--- config.mk ---
export PLATFORM = sky130hd
export DESIGN_NAME = lru_block_cache_tags
export DESIGN_NICKNAME = d
export VERILOG_FILES = /design/src/rtl/lbct_pkg.sv /design/src/rtl/lru_block_cache_tags.sv /design/src/rtl/lbct_ctrl.sv /design/src/rtl/lbct_dp.sv
export SDC_FILE = /design/constraint.sdc
export NUM_CORES = 2
export LEC_CHECK = 0
export ABC_AREA = 1
export BUFFER_PORTS_ARGS = -buffer_cell sky130_fd_sc_hd__buf_2
export CORE_ASPECT_RATIO = 1.2
export CORE_MARGIN = 5
export CORE_UTILIZATION = 45
export DETAILED_ROUTE_END_ITERATION = 16
export SETUP_SLACK_MARGIN = 0.02
export SLEW_MARGIN = 40
export SYNTH_ARGS = -nofsm -noshare
export SYNTH_HDL_FRONTEND = slang
export SYNTH_SLANG_ARGS = --single-unit
--- constraint.sdc ---
create_clock -name clk_i -period 11.5 [get_ports clk_i]
set_input_delay 1.15 -clock clk_i [delete_from_list [all_inputs] [get_ports clk_i]]
set_output_delay 1.15 -clock clk_i [all_outputs]
set_load 0.005 [all_outputs]
--- src/rtl/lbct_pkg.sv ---
// Shared constants, codes and controller/datapath interface types for the LRU block tag store.
package lbct_pkg;

  // Store geometry
  localparam int SLOTS        = 16;
  localparam int CHANNEL_BITS = 6;
  localparam int BLOCK_BITS   = 32;

  // Derived widths
  localparam int SLOT_W    = $clog2(SLOTS);
  localparam int CNT_W     = $clog2(SLOTS + 1);
  localparam int CAP_W     = 5;
  localparam int CAP_RESET = 16;
  localparam int CMP_W     = (CNT_W > CAP_W) ? CNT_W : CAP_W;

  // Result kind codes
  localparam logic KIND_ANSWER = 1'b0;
  localparam logic KIND_EVICT  = 1'b1;

  // Request operation codes
  typedef enum logic [1:0] {
    OP_LOOKUP = 2'd0,
    OP_LOAD   = 2'd1,
    OP_TRIM   = 2'd2,
    OP_CLEAR  = 2'd3
  } op_e;

  // Datapath commands, one per cycle
  typedef enum logic [3:0] {
    DP_NOP,
    DP_LATCH,
    DP_MATCH,
    DP_PROMOTE,
    DP_FAIL,
    DP_EVICT,
    DP_INSERT,
    DP_CLR_EMIT,
    DP_CLR_DONE,
    DP_DONE
  } dp_op_e;

  typedef struct packed {
    dp_op_e op;
  } dp_cmd_t;

  typedef struct packed {
    logic hit;
    op_e  op;
    logic fetch_ok;
    logic evict_load;
    logic evict_trim;
    logic clear_more;
  } dp_status_t;

  // Controller states
  typedef enum logic [1:0] {
    ST_IDLE,
    ST_MATCH,
    ST_RUN
  } state_e;

endpackage

--- src/rtl/lru_block_cache_tags.sv ---
// Top level of the fully associative LRU block tag store.
// Sequence: the request is latched in ST_IDLE, compared against every entry in ST_MATCH, then
// ST_RUN emits any eviction notices one beat at a time and the final answer last; each beat is
// registered. A new request is taken only once the previous one is done: busy stays high until
// the answer beat is registered.
// Results are strobed by valid_o for one cycle each; the receiver cannot stall.
// Reset empties the store and sets capacity to 16 blocks at once; no clearing pass.
module lru_block_cache_tags (
  input  logic                              clk_i,
  input  logic                              rst_ni,
  input  logic                              start,
  output logic                              busy,
  input  logic [1:0]                        op_i,
  input  logic [lbct_pkg::CHANNEL_BITS-1:0] channel_i,
  input  logic [lbct_pkg::BLOCK_BITS-1:0]   block_index_i,
  input  logic                              fetch_ok_i,
  input  logic                              cfg_valid_i,
  output logic                              cfg_ready_o,
  input  logic [lbct_pkg::CAP_W-1:0]        cfg_data_i,
  output logic                              valid_o,
  output logic                              kind_o,
  output logic                              hit_o,
  output logic                              failed_o,
  output logic [lbct_pkg::SLOT_W-1:0]       slot_o,
  output logic [lbct_pkg::CHANNEL_BITS-1:0] out_channel_o,
  output logic [lbct_pkg::BLOCK_BITS-1:0]   out_block_o,
  output logic                              last_o
);
  import lbct_pkg::*;

  dp_cmd_t    cmd;
  dp_status_t status;

  // Capacity writes are always taken
  assign cfg_ready_o = 1'b1;

  lbct_ctrl u_ctrl (
    .clk_i    (clk_i),
    .rst_ni   (rst_ni),
    .start    (start),
    .busy     (busy),
    .status_i (status),
    .cmd_o    (cmd)
  );

  lbct_dp u_dp (
    .clk_i         (clk_i),
    .rst_ni        (rst_ni),
    .cmd_i         (cmd),
    .status_o      (status),
    .op_i          (op_i),
    .channel_i     (channel_i),
    .block_index_i (block_index_i),
    .fetch_ok_i    (fetch_ok_i),
    .cfg_valid_i   (cfg_valid_i && cfg_ready_o),
    .cfg_data_i    (cfg_data_i),
    .valid_o       (valid_o),
    .kind_o        (kind_o),
    .hit_o         (hit_o),
    .failed_o      (failed_o),
    .slot_o        (slot_o),
    .out_channel_o (out_channel_o),
    .out_block_o   (out_block_o),
    .last_o        (last_o)
  );

endmodule

--- src/rtl/lbct_ctrl.sv ---
// Controller state machine that sequences lookups, loads, trims and clears.
module lbct_ctrl (
  input  logic                 clk_i,
  input  logic                 rst_ni,
  input  logic                 start,
  output logic                 busy,
  input  lbct_pkg::dp_status_t status_i,
  output lbct_pkg::dp_cmd_t    cmd_o
);
  import lbct_pkg::*;

  state_e state_q, state_d;

  // State register
  always_ff @(posedge clk_i or negedge rst_ni) begin
    if (!rst_ni) begin
      state_q <= ST_IDLE;
    end else begin
      state_q <= state_d;
    end
  end

  // Next state and datapath command
  always_comb begin
    state_d   = state_q;
    cmd_o.op  = DP_NOP;
    busy      = (state_q != ST_IDLE);
    case (state_q)
      ST_IDLE: begin
        if (start) begin
          cmd_o.op = DP_LATCH;
          state_d  = ST_MATCH;
        end
      end
      ST_MATCH: begin
        cmd_o.op = DP_MATCH;
        state_d  = ST_RUN;
      end
      ST_RUN: begin
        case (status_i.op)
          OP_LOOKUP, OP_LOAD: begin
            if (status_i.hit) begin
              cmd_o.op = DP_PROMOTE;
              state_d  = ST_IDLE;
            end else if (status_i.op == OP_LOOKUP || !status_i.fetch_ok) begin
              cmd_o.op = DP_FAIL;
              state_d  = ST_IDLE;
            end else if (status_i.evict_load) begin
              // make room one beat at a time
              cmd_o.op = DP_EVICT;
            end else begin
              cmd_o.op = DP_INSERT;
              state_d  = ST_IDLE;
            end
          end
          OP_TRIM: begin
            if (status_i.evict_trim) begin
              cmd_o.op = DP_EVICT;
            end else begin
              cmd_o.op = DP_DONE;
              state_d  = ST_IDLE;
            end
          end
          OP_CLEAR: begin
            if (status_i.clear_more) begin
              cmd_o.op = DP_CLR_EMIT;
            end else begin
              cmd_o.op = DP_CLR_DONE;
              state_d  = ST_IDLE;
            end
          end
          default: begin
            cmd_o.op = DP_DONE;
            state_d  = ST_IDLE;
          end
        endcase
      end
      default: begin
        state_d = ST_IDLE;
      end
    endcase
  end

endmodule

--- src/rtl/lbct_dp.sv ---
// Datapath: tag entries, recency ranks, capacity register and registered result beat.
module lbct_dp (
  input  logic                              clk_i,
  input  logic                              rst_ni,
  input  lbct_pkg::dp_cmd_t                 cmd_i,
  output lbct_pkg::dp_status_t              status_o,
  input  logic [1:0]                        op_i,
  input  logic [lbct_pkg::CHANNEL_BITS-1:0] channel_i,
  input  logic [lbct_pkg::BLOCK_BITS-1:0]   block_index_i,
  input  logic                              fetch_ok_i,
  input  logic                              cfg_valid_i,
  input  logic [lbct_pkg::CAP_W-1:0]        cfg_data_i,
  output logic                              valid_o,
  output logic                              kind_o,
  output logic                              hit_o,
  output logic                              failed_o,
  output logic [lbct_pkg::SLOT_W-1:0]       slot_o,
  output logic [lbct_pkg::CHANNEL_BITS-1:0] out_channel_o,
  output logic [lbct_pkg::BLOCK_BITS-1:0]   out_block_o,
  output logic                              last_o
);
  import lbct_pkg::*;

  // Request registers
  op_e                     op_q;
  logic                    ok_q;
  logic [CHANNEL_BITS-1:0] key_ch_q;
  logic [BLOCK_BITS-1:0]   key_blk_q;
  logic                    hit_q;
  logic [SLOT_W-1:0]       hit_slot_q;

  // Tag store
  logic [SLOTS-1:0]        valid_q;
  logic [CHANNEL_BITS-1:0] ch_q   [SLOTS];
  logic [BLOCK_BITS-1:0]   blk_q  [SLOTS];
  logic [SLOT_W-1:0]       rank_q [SLOTS];
  logic [CNT_W-1:0]        count_q;
  logic [CNT_W-1:0]        clr_rank_q;
  logic [CAP_W-1:0]        cap_q;

  // Result beat registers
  logic                    out_valid_q;
  logic                    out_kind_q;
  logic                    out_hit_q;
  logic                    out_failed_q;
  logic [SLOT_W-1:0]       out_slot_q;
  logic [CHANNEL_BITS-1:0] out_ch_q;
  logic [BLOCK_BITS-1:0]   out_blk_q;
  logic                    out_last_q;

  // Combinational helpers
  logic [SLOTS-1:0]        match_vec;
  logic [SLOT_W-1:0]       match_slot;
  logic [SLOTS-1:0]        sel_vec;
  logic [SLOT_W-1:0]       sel_slot;
  logic [SLOT_W-1:0]       free_slot;
  logic [SLOT_W-1:0]       target_rank;
  logic [CNT_W-1:0]        count_m1;
  logic [SLOT_W-1:0]       promote_rank;
  logic [CMP_W-1:0]        cap_ext;
  logic [CMP_W-1:0]        cnt_ext;
  logic [CMP_W-1:0]        limit;

  logic                    emit;
  logic                    emit_kind;
  logic                    emit_hit;
  logic                    emit_failed;
  logic [SLOT_W-1:0]       emit_slot;
  logic [CHANNEL_BITS-1:0] emit_ch;
  logic [BLOCK_BITS-1:0]   emit_blk;
  logic                    emit_last;

  // Compare the request key against every entry
  always_comb begin
    match_slot = '0;
    for (int i = 0; i < SLOTS; i++) begin
      match_vec[i] = valid_q[i] && (ch_q[i] == key_ch_q) && (blk_q[i] == key_blk_q);
      if (match_vec[i]) begin
        match_slot = SLOT_W'(i);
      end
    end
  end

  // Pick the entry of a given rank: least recent for eviction, next rank for clear
  assign count_m1    = count_q - CNT_W'(1);
  assign target_rank = (op_q == OP_CLEAR) ? clr_rank_q[SLOT_W-1:0] : count_m1[SLOT_W-1:0];

  always_comb begin
    sel_slot = '0;
    for (int i = 0; i < SLOTS; i++) begin
      sel_vec[i] = valid_q[i] && (rank_q[i] == target_rank);
      if (sel_vec[i]) begin
        sel_slot = SLOT_W'(i);
      end
    end
  end

  // Lowest free slot
  always_comb begin
    free_slot = '0;
    for (int i = SLOTS - 1; i >= 0; i--) begin
      if (!valid_q[i]) begin
        free_slot = SLOT_W'(i);
      end
    end
  end

  assign promote_rank = rank_q[hit_slot_q];

  // Load limit: capacity clipped to the slot count, at least one
  assign cap_ext = CMP_W'(cap_q);
  assign cnt_ext = CMP_W'(count_q);

  always_comb begin
    if (cap_ext >= CMP_W'(SLOTS)) begin
      limit = CMP_W'(SLOTS);
    end else if (cap_q == '0) begin
      limit = CMP_W'(1);
    end else begin
      limit = cap_ext;
    end
  end

  // Status toward the controller
  always_comb begin
    status_o.hit        = hit_q;
    status_o.op         = op_q;
    status_o.fetch_ok   = ok_q;
    status_o.evict_load = (cnt_ext >= limit);
    status_o.evict_trim = (cnt_ext > cap_ext);
    status_o.clear_more = (clr_rank_q < count_q);
  end

  // Build the result beat for this command
  always_comb begin
    emit        = 1'b0;
    emit_kind   = KIND_ANSWER;
    emit_hit    = 1'b0;
    emit_failed = 1'b0;
    emit_slot   = '0;
    emit_ch     = '0;
    emit_blk    = '0;
    emit_last   = 1'b1;
    case (cmd_i.op)
      DP_PROMOTE: begin
        emit      = 1'b1;
        emit_hit  = 1'b1;
        emit_slot = hit_slot_q;
      end
      DP_FAIL: begin
        emit        = 1'b1;
        emit_failed = 1'b1;
      end
      DP_INSERT: begin
        emit      = 1'b1;
        emit_slot = free_slot;
      end
      DP_EVICT, DP_CLR_EMIT: begin
        emit      = 1'b1;
        emit_kind = KIND_EVICT;
        emit_slot = sel_slot;
        emit_ch   = ch_q[sel_slot];
        emit_blk  = blk_q[sel_slot];
        emit_last = 1'b0;
      end
      DP_CLR_DONE, DP_DONE: begin
        emit = 1'b1;
      end
      default: begin
        emit = 1'b0;
      end
    endcase
  end

  // Control state: valid bits, count, capacity, clear cursor, request op, hit flag, beat strobe
  always_ff @(posedge clk_i or negedge rst_ni) begin
    if (!rst_ni) begin
      valid_q     <= '0;
      count_q     <= '0;
      cap_q       <= CAP_W'(CAP_RESET);
      clr_rank_q  <= '0;
      op_q        <= OP_LOOKUP;
      hit_q       <= 1'b0;
      out_valid_q <= 1'b0;
    end else begin
      out_valid_q <= emit;
      if (cfg_valid_i) begin
        cap_q <= cfg_data_i;
      end
      case (cmd_i.op)
        DP_LATCH: begin
          op_q       <= op_e'(op_i);
          clr_rank_q <= '0;
        end
        DP_MATCH: begin
          hit_q <= |match_vec;
        end
        DP_EVICT: begin
          valid_q[sel_slot] <= 1'b0;
          count_q           <= count_m1;
        end
        DP_INSERT: begin
          valid_q[free_slot] <= 1'b1;
          count_q            <= count_q + CNT_W'(1);
        end
        DP_CLR_EMIT: begin
          clr_rank_q <= clr_rank_q + CNT_W'(1);
        end
        DP_CLR_DONE: begin
          valid_q <= '0;
          count_q <= '0;
        end
        default: begin
          hit_q <= hit_q;
        end
      endcase
    end
  end

  // Payload: request key, fetch flag, hit slot, entry contents, ranks, result fields
  always_ff @(posedge clk_i) begin
    if (emit) begin
      out_kind_q   <= emit_kind;
      out_hit_q    <= emit_hit;
      out_failed_q <= emit_failed;
      out_slot_q   <= emit_slot;
      out_ch_q     <= emit_ch;
      out_blk_q    <= emit_blk;
      out_last_q   <= emit_last;
    end
    case (cmd_i.op)
      DP_LATCH: begin
        ok_q      <= fetch_ok_i;
        key_ch_q  <= channel_i;
        key_blk_q <= block_index_i;
      end
      DP_MATCH: begin
        hit_slot_q <= match_slot;
      end
      DP_PROMOTE: begin
        // age everything more recent than the hit, then make the hit most recent
        for (int i = 0; i < SLOTS; i++) begin
          if (valid_q[i] && (rank_q[i] < promote_rank)) begin
            rank_q[i] <= rank_q[i] + SLOT_W'(1);
          end
        end
        rank_q[hit_slot_q] <= '0;
      end
      DP_INSERT: begin
        for (int i = 0; i < SLOTS; i++) begin
          if (valid_q[i]) begin
            rank_q[i] <= rank_q[i] + SLOT_W'(1);
          end
        end
        rank_q[free_slot] <= '0;
        ch_q[free_slot]   <= key_ch_q;
        blk_q[free_slot]  <= key_blk_q;
      end
      default: begin
        ok_q <= ok_q;
      end
    endcase
  end

  assign valid_o       = out_valid_q;
  assign kind_o        = out_kind_q;
  assign hit_o         = out_hit_q;
  assign failed_o      = out_failed_q;
  assign slot_o        = out_slot_q;
  assign out_channel_o = out_ch_q;
  assign out_block_o   = out_blk_q;
  assign last_o        = out_last_q;

endmodule

==> impl_metrics.json <==
{
  "synth_nets": 4815,
  "via_per_inst": 6.79,
  "cpMaxStageDelayCell": "buf_4",
  "yosys_most_used_dff": "edfxtp_1",
  "port_buffers": 97,
  "netlist_area_um2": 43900,
  "die_h_um": 352,
  "htree_levels": 3,
  "peakVddDrop_uv": 189,
  "min_period_ns": 6.53,
  "grt_pass1_vias": 37935,
  "clk_pin_slew_ns": 0.06,
  "max_slew_margin": 0.359,
  "ff2ff_setup_slack_ns": 4.97,
  "cts_setup_buffers": 0,
  "ys_types": 60,
  "drtIter0Drc": 6989,
  "postSynthAreaPerCell_um2": 9.36,
  "dp_hpwl_um": 146000,
  "cts_buffers": 89,
  "syn2layout_area_growth_pct": 11.2,
  "critPathArrivalTime_ns": 7.04,
  "yosys_warnings": 0,
  "wl_per_cell_um": 35.2,
  "grt_pass1_wl_um": 293000,
  "rows": 125,
  "leakage_uw": 0.0184,
  "fin_crit_sh": 0.568,
  "cts_resized": 0,
  "async_flop_share": 0.0464,
  "ant_nets": 0,
  "fillers": 8994,
  "setup_viol": 0,
  "worstSetupPathDepth": 30,
  "crit_type": "flop to flop",
  "antenna_found_initial": 18,
  "synth.top_cell.area_share": 0.477,
  "hold_slack_ns": 0.444,
  "ys_ff_latch": 798,
  "r2r_start": "u_dp.cnt_ext[0]$_DFFE_PN0P_",
  "tns_ns": 0,
  "drive_gt1_frac": 0.0887,
  "final_max_slew_viol_count": 0,
  "critPathLaunchType": "flop",
  "cpLargestDelayFamily": "simple AND/OR/NAND/NOR gates",
  "dieArea_um2": 104000,
  "clock_sinks": 798,
  "synth_edf_count": 697,
  "cp_num_buf_inv": 4,
  "clockBufferDepth": 3,
  "start_util": 0.453,
  "first_pass_iters": 9,
  "routed_wl_um": 213000,
  "slowest_delay_ns": 0.65,
  "drc": 0,
  "endpoint": "u_dp.out_block_o[2]$_SDFFCE_PP0P_",
  "rsz0062_at_grt": "no",
  "crit_start": "u_dp.cnt_ext[0]$_DFFE_PN0P_",
  "yosys.area.top_type": "edfxtp_1",
  "critical_path_peak_fanout": 80,
  "grt_max_degree": 156,
  "hold_viol_final": 0,
  "r2r_end": "u_dp.out_block_o[2]$_SDFFCE_PP0P_",
  "ys_seq_area_frac": 0.527,
  "holdBufCountCts": 0,
  "outcome": "completed",
  "maxCapViolations": 0,
  "clk_latency_ns": 0.68,
  "place.gp.congestion": 1.07,
  "tritoncts": "done",
  "crit_path_frequent_cell": "nand2_1",
  "cp.required_ns": 12.00,
  "clock.fmax_mhz": 153,
  "coreArea_um2": 96800,
  "cts-root-buf": "clkbuf_16",
  "end_kind": "flop",
  "track_usage": 0.393,
  "reg2reg_depth": 30,
  "hold_class": "primary input to async pin",
  "vias": 41066,
  "final_nets": 4825,
  "synth.area.top_cells": "edfxtp_1, nand2_1, nand3_1",
  "worst_pin_slew_ns": 0.938,
  "syn_inst": 4685,
  "overflow": 0,
  "clock_skew_ns": 0.0275,
  "p_per_area_nw_per_um2": 255,
  "io_pins": 99,
  "die_w_um": 295
}
[kinds of logic (layout without fill, tap and decap cells)]
group / count (synthesis) / count (layout) / synth area share
AOI/OAI and AO/OA: 691 / 691 / 0.0996
xor gates and xnor gates: 243 / 243 / 0.0485
adders and majority gates: 80 / 80 / 0.0228
buffers and inverters: 684 / 768 / 0.0659
DFF: 798 / 798 / 0.527
muxes: 1 / 1 / 0.000257
other: 1 / 13 / 0.0000855
and+or+nand+nor: 2187 / 2187 / 0.235
[synthesized netlist by cell type (26+ instances only)]
cell	number
nor4_1	69
o21ai_0	233
clkbuf_1	165
buf_2	90
xor2_1	73
o2111ai_1	29
dfrtp_1	36
inv_1	354
xnor2_1	170
nor2_1	242
a22o_1	68
dfxtp_1	64
nand3b_1	45
nor3_1	26
a21oi_1	106
edfxtp_1	697
nand3_1	526
nand4_1	356
ha_1	80
o22ai_1	120
nand2_1	866
[sequential cells by signal, indices dropped and copies added (netlist names), 4 cells and up]
name,count
u_dp.rank_q,64
u_dp.cap_ext,5
u_dp.slot_o,4
u_dp.clr_rank_q,5
u_dp.cnt_ext,5
u_dp.out_block_o,32
u_dp.key_ch_q,6
u_dp.blk_q,512
u_dp.out_channel_o,6
u_dp.hit_slot_q,4
u_dp.ch_q,96
u_dp.key_blk_q,32
u_dp.valid_q,16
[placed cells by master (no fill, tap or decap), drive strengths merged, types with 6 or more instances in the layout]
cell type	count
nand2	875
edfxtp	697
nand3	526
inv	367
nand4	356
nor2	242
o21ai	240
buf	224
xnor2	170
o22ai	120
clkbuf	116
a21oi	107
ha	80
xor2	73
nor4	69
a22o	68
dfxtp	64
clkinv	47
nand3b	45
dfrtp	36
o2111ai	30
nor3	26
o211ai	25
a221oi	23
a211oi	20
or4	16
diode	12
o221ai	12
and3	11
a21boi	11
bufinv	10
a31oi	8
a2111oi	7
and2	7
o21a	6
a2bb2oi	6
[worst min-delay path by stage]
stage	startpoint	endpoint	slack, ns	cells after the start
floorplan	u_dp.rank_q[0][2]$_SDFFE_PP0P_	u_dp.rank_q[0][2]$_SDFFE_PP0P_	0.46	1
detailed placement	u_dp.rank_q[0][0]$_SDFFE_PP0P_	u_dp.rank_q[0][0]$_SDFFE_PP0P_	0.50	1
finish	rst_ni	u_ctrl.state_q[0]$_DFFE_PN0P_	0.44	1
CTS	rst_ni	u_dp.clr_rank_q[2]$_DFFE_PN0P_	0.44	1
global route	rst_ni	u_dp.clr_rank_q[2]$_DFFE_PN0P_	0.48	1
global placement	u_dp.hit_q$_DFFE_PN0N_	u_dp.hit_q$_DFFE_PN0N_	0.49	2
[metal layers]
layer | vias up | global-route usage | wire (µm)
met5 | - | 0 | 30
met4 | 4 | 0.307 | 22600
met3 | 931 | 0.105 | 26500
met2 | 3382 | 0.596 | 92200
met1 | 19775 | 0.473 | 71500
li1 | 16974 | - | -
[per-stage QoR]
stage,area (µm²),cells,utilization,total power [µW],worst slack [ns]
final,48800,6051,0.504,12400,4.97
after global routing,48700,6040,0.503,12700,4.68
after CTS,48700,6038,0.503,12100,5.21
after detailed placement,45700,5873,0.473,9180,5.25
after global placement,45600,5869,0.471,9150,5.24
after floorplan,43900,4685,-,6890,3.53
[power breakdown]
group	switching [µW]	total [µW]	leakage, µW	internal, µW
clock network	1270	2970	0.00144	1700
logic	4400	5780	0.00964	1370
registers	228	3670	0.00732	3450
[cell type report]
cell class / count / area, µm² / share of cell area
sequential: 798 / 23100 / 0.474
inverter: 379 / 1440 / 0.0296
multi-input combinational: 3203 / 18100 / 0.371
timing repair buffer: 224 / 1550 / 0.0318
clock buffer: 116 / 2400 / 0.0492
clock inverter: 49 / 547 / 0.0112
tap: 1270 / 1590 / 0.0326
antenna: 12 / 30.0 / 0.000616
Power figures use the tool's default switching activity.
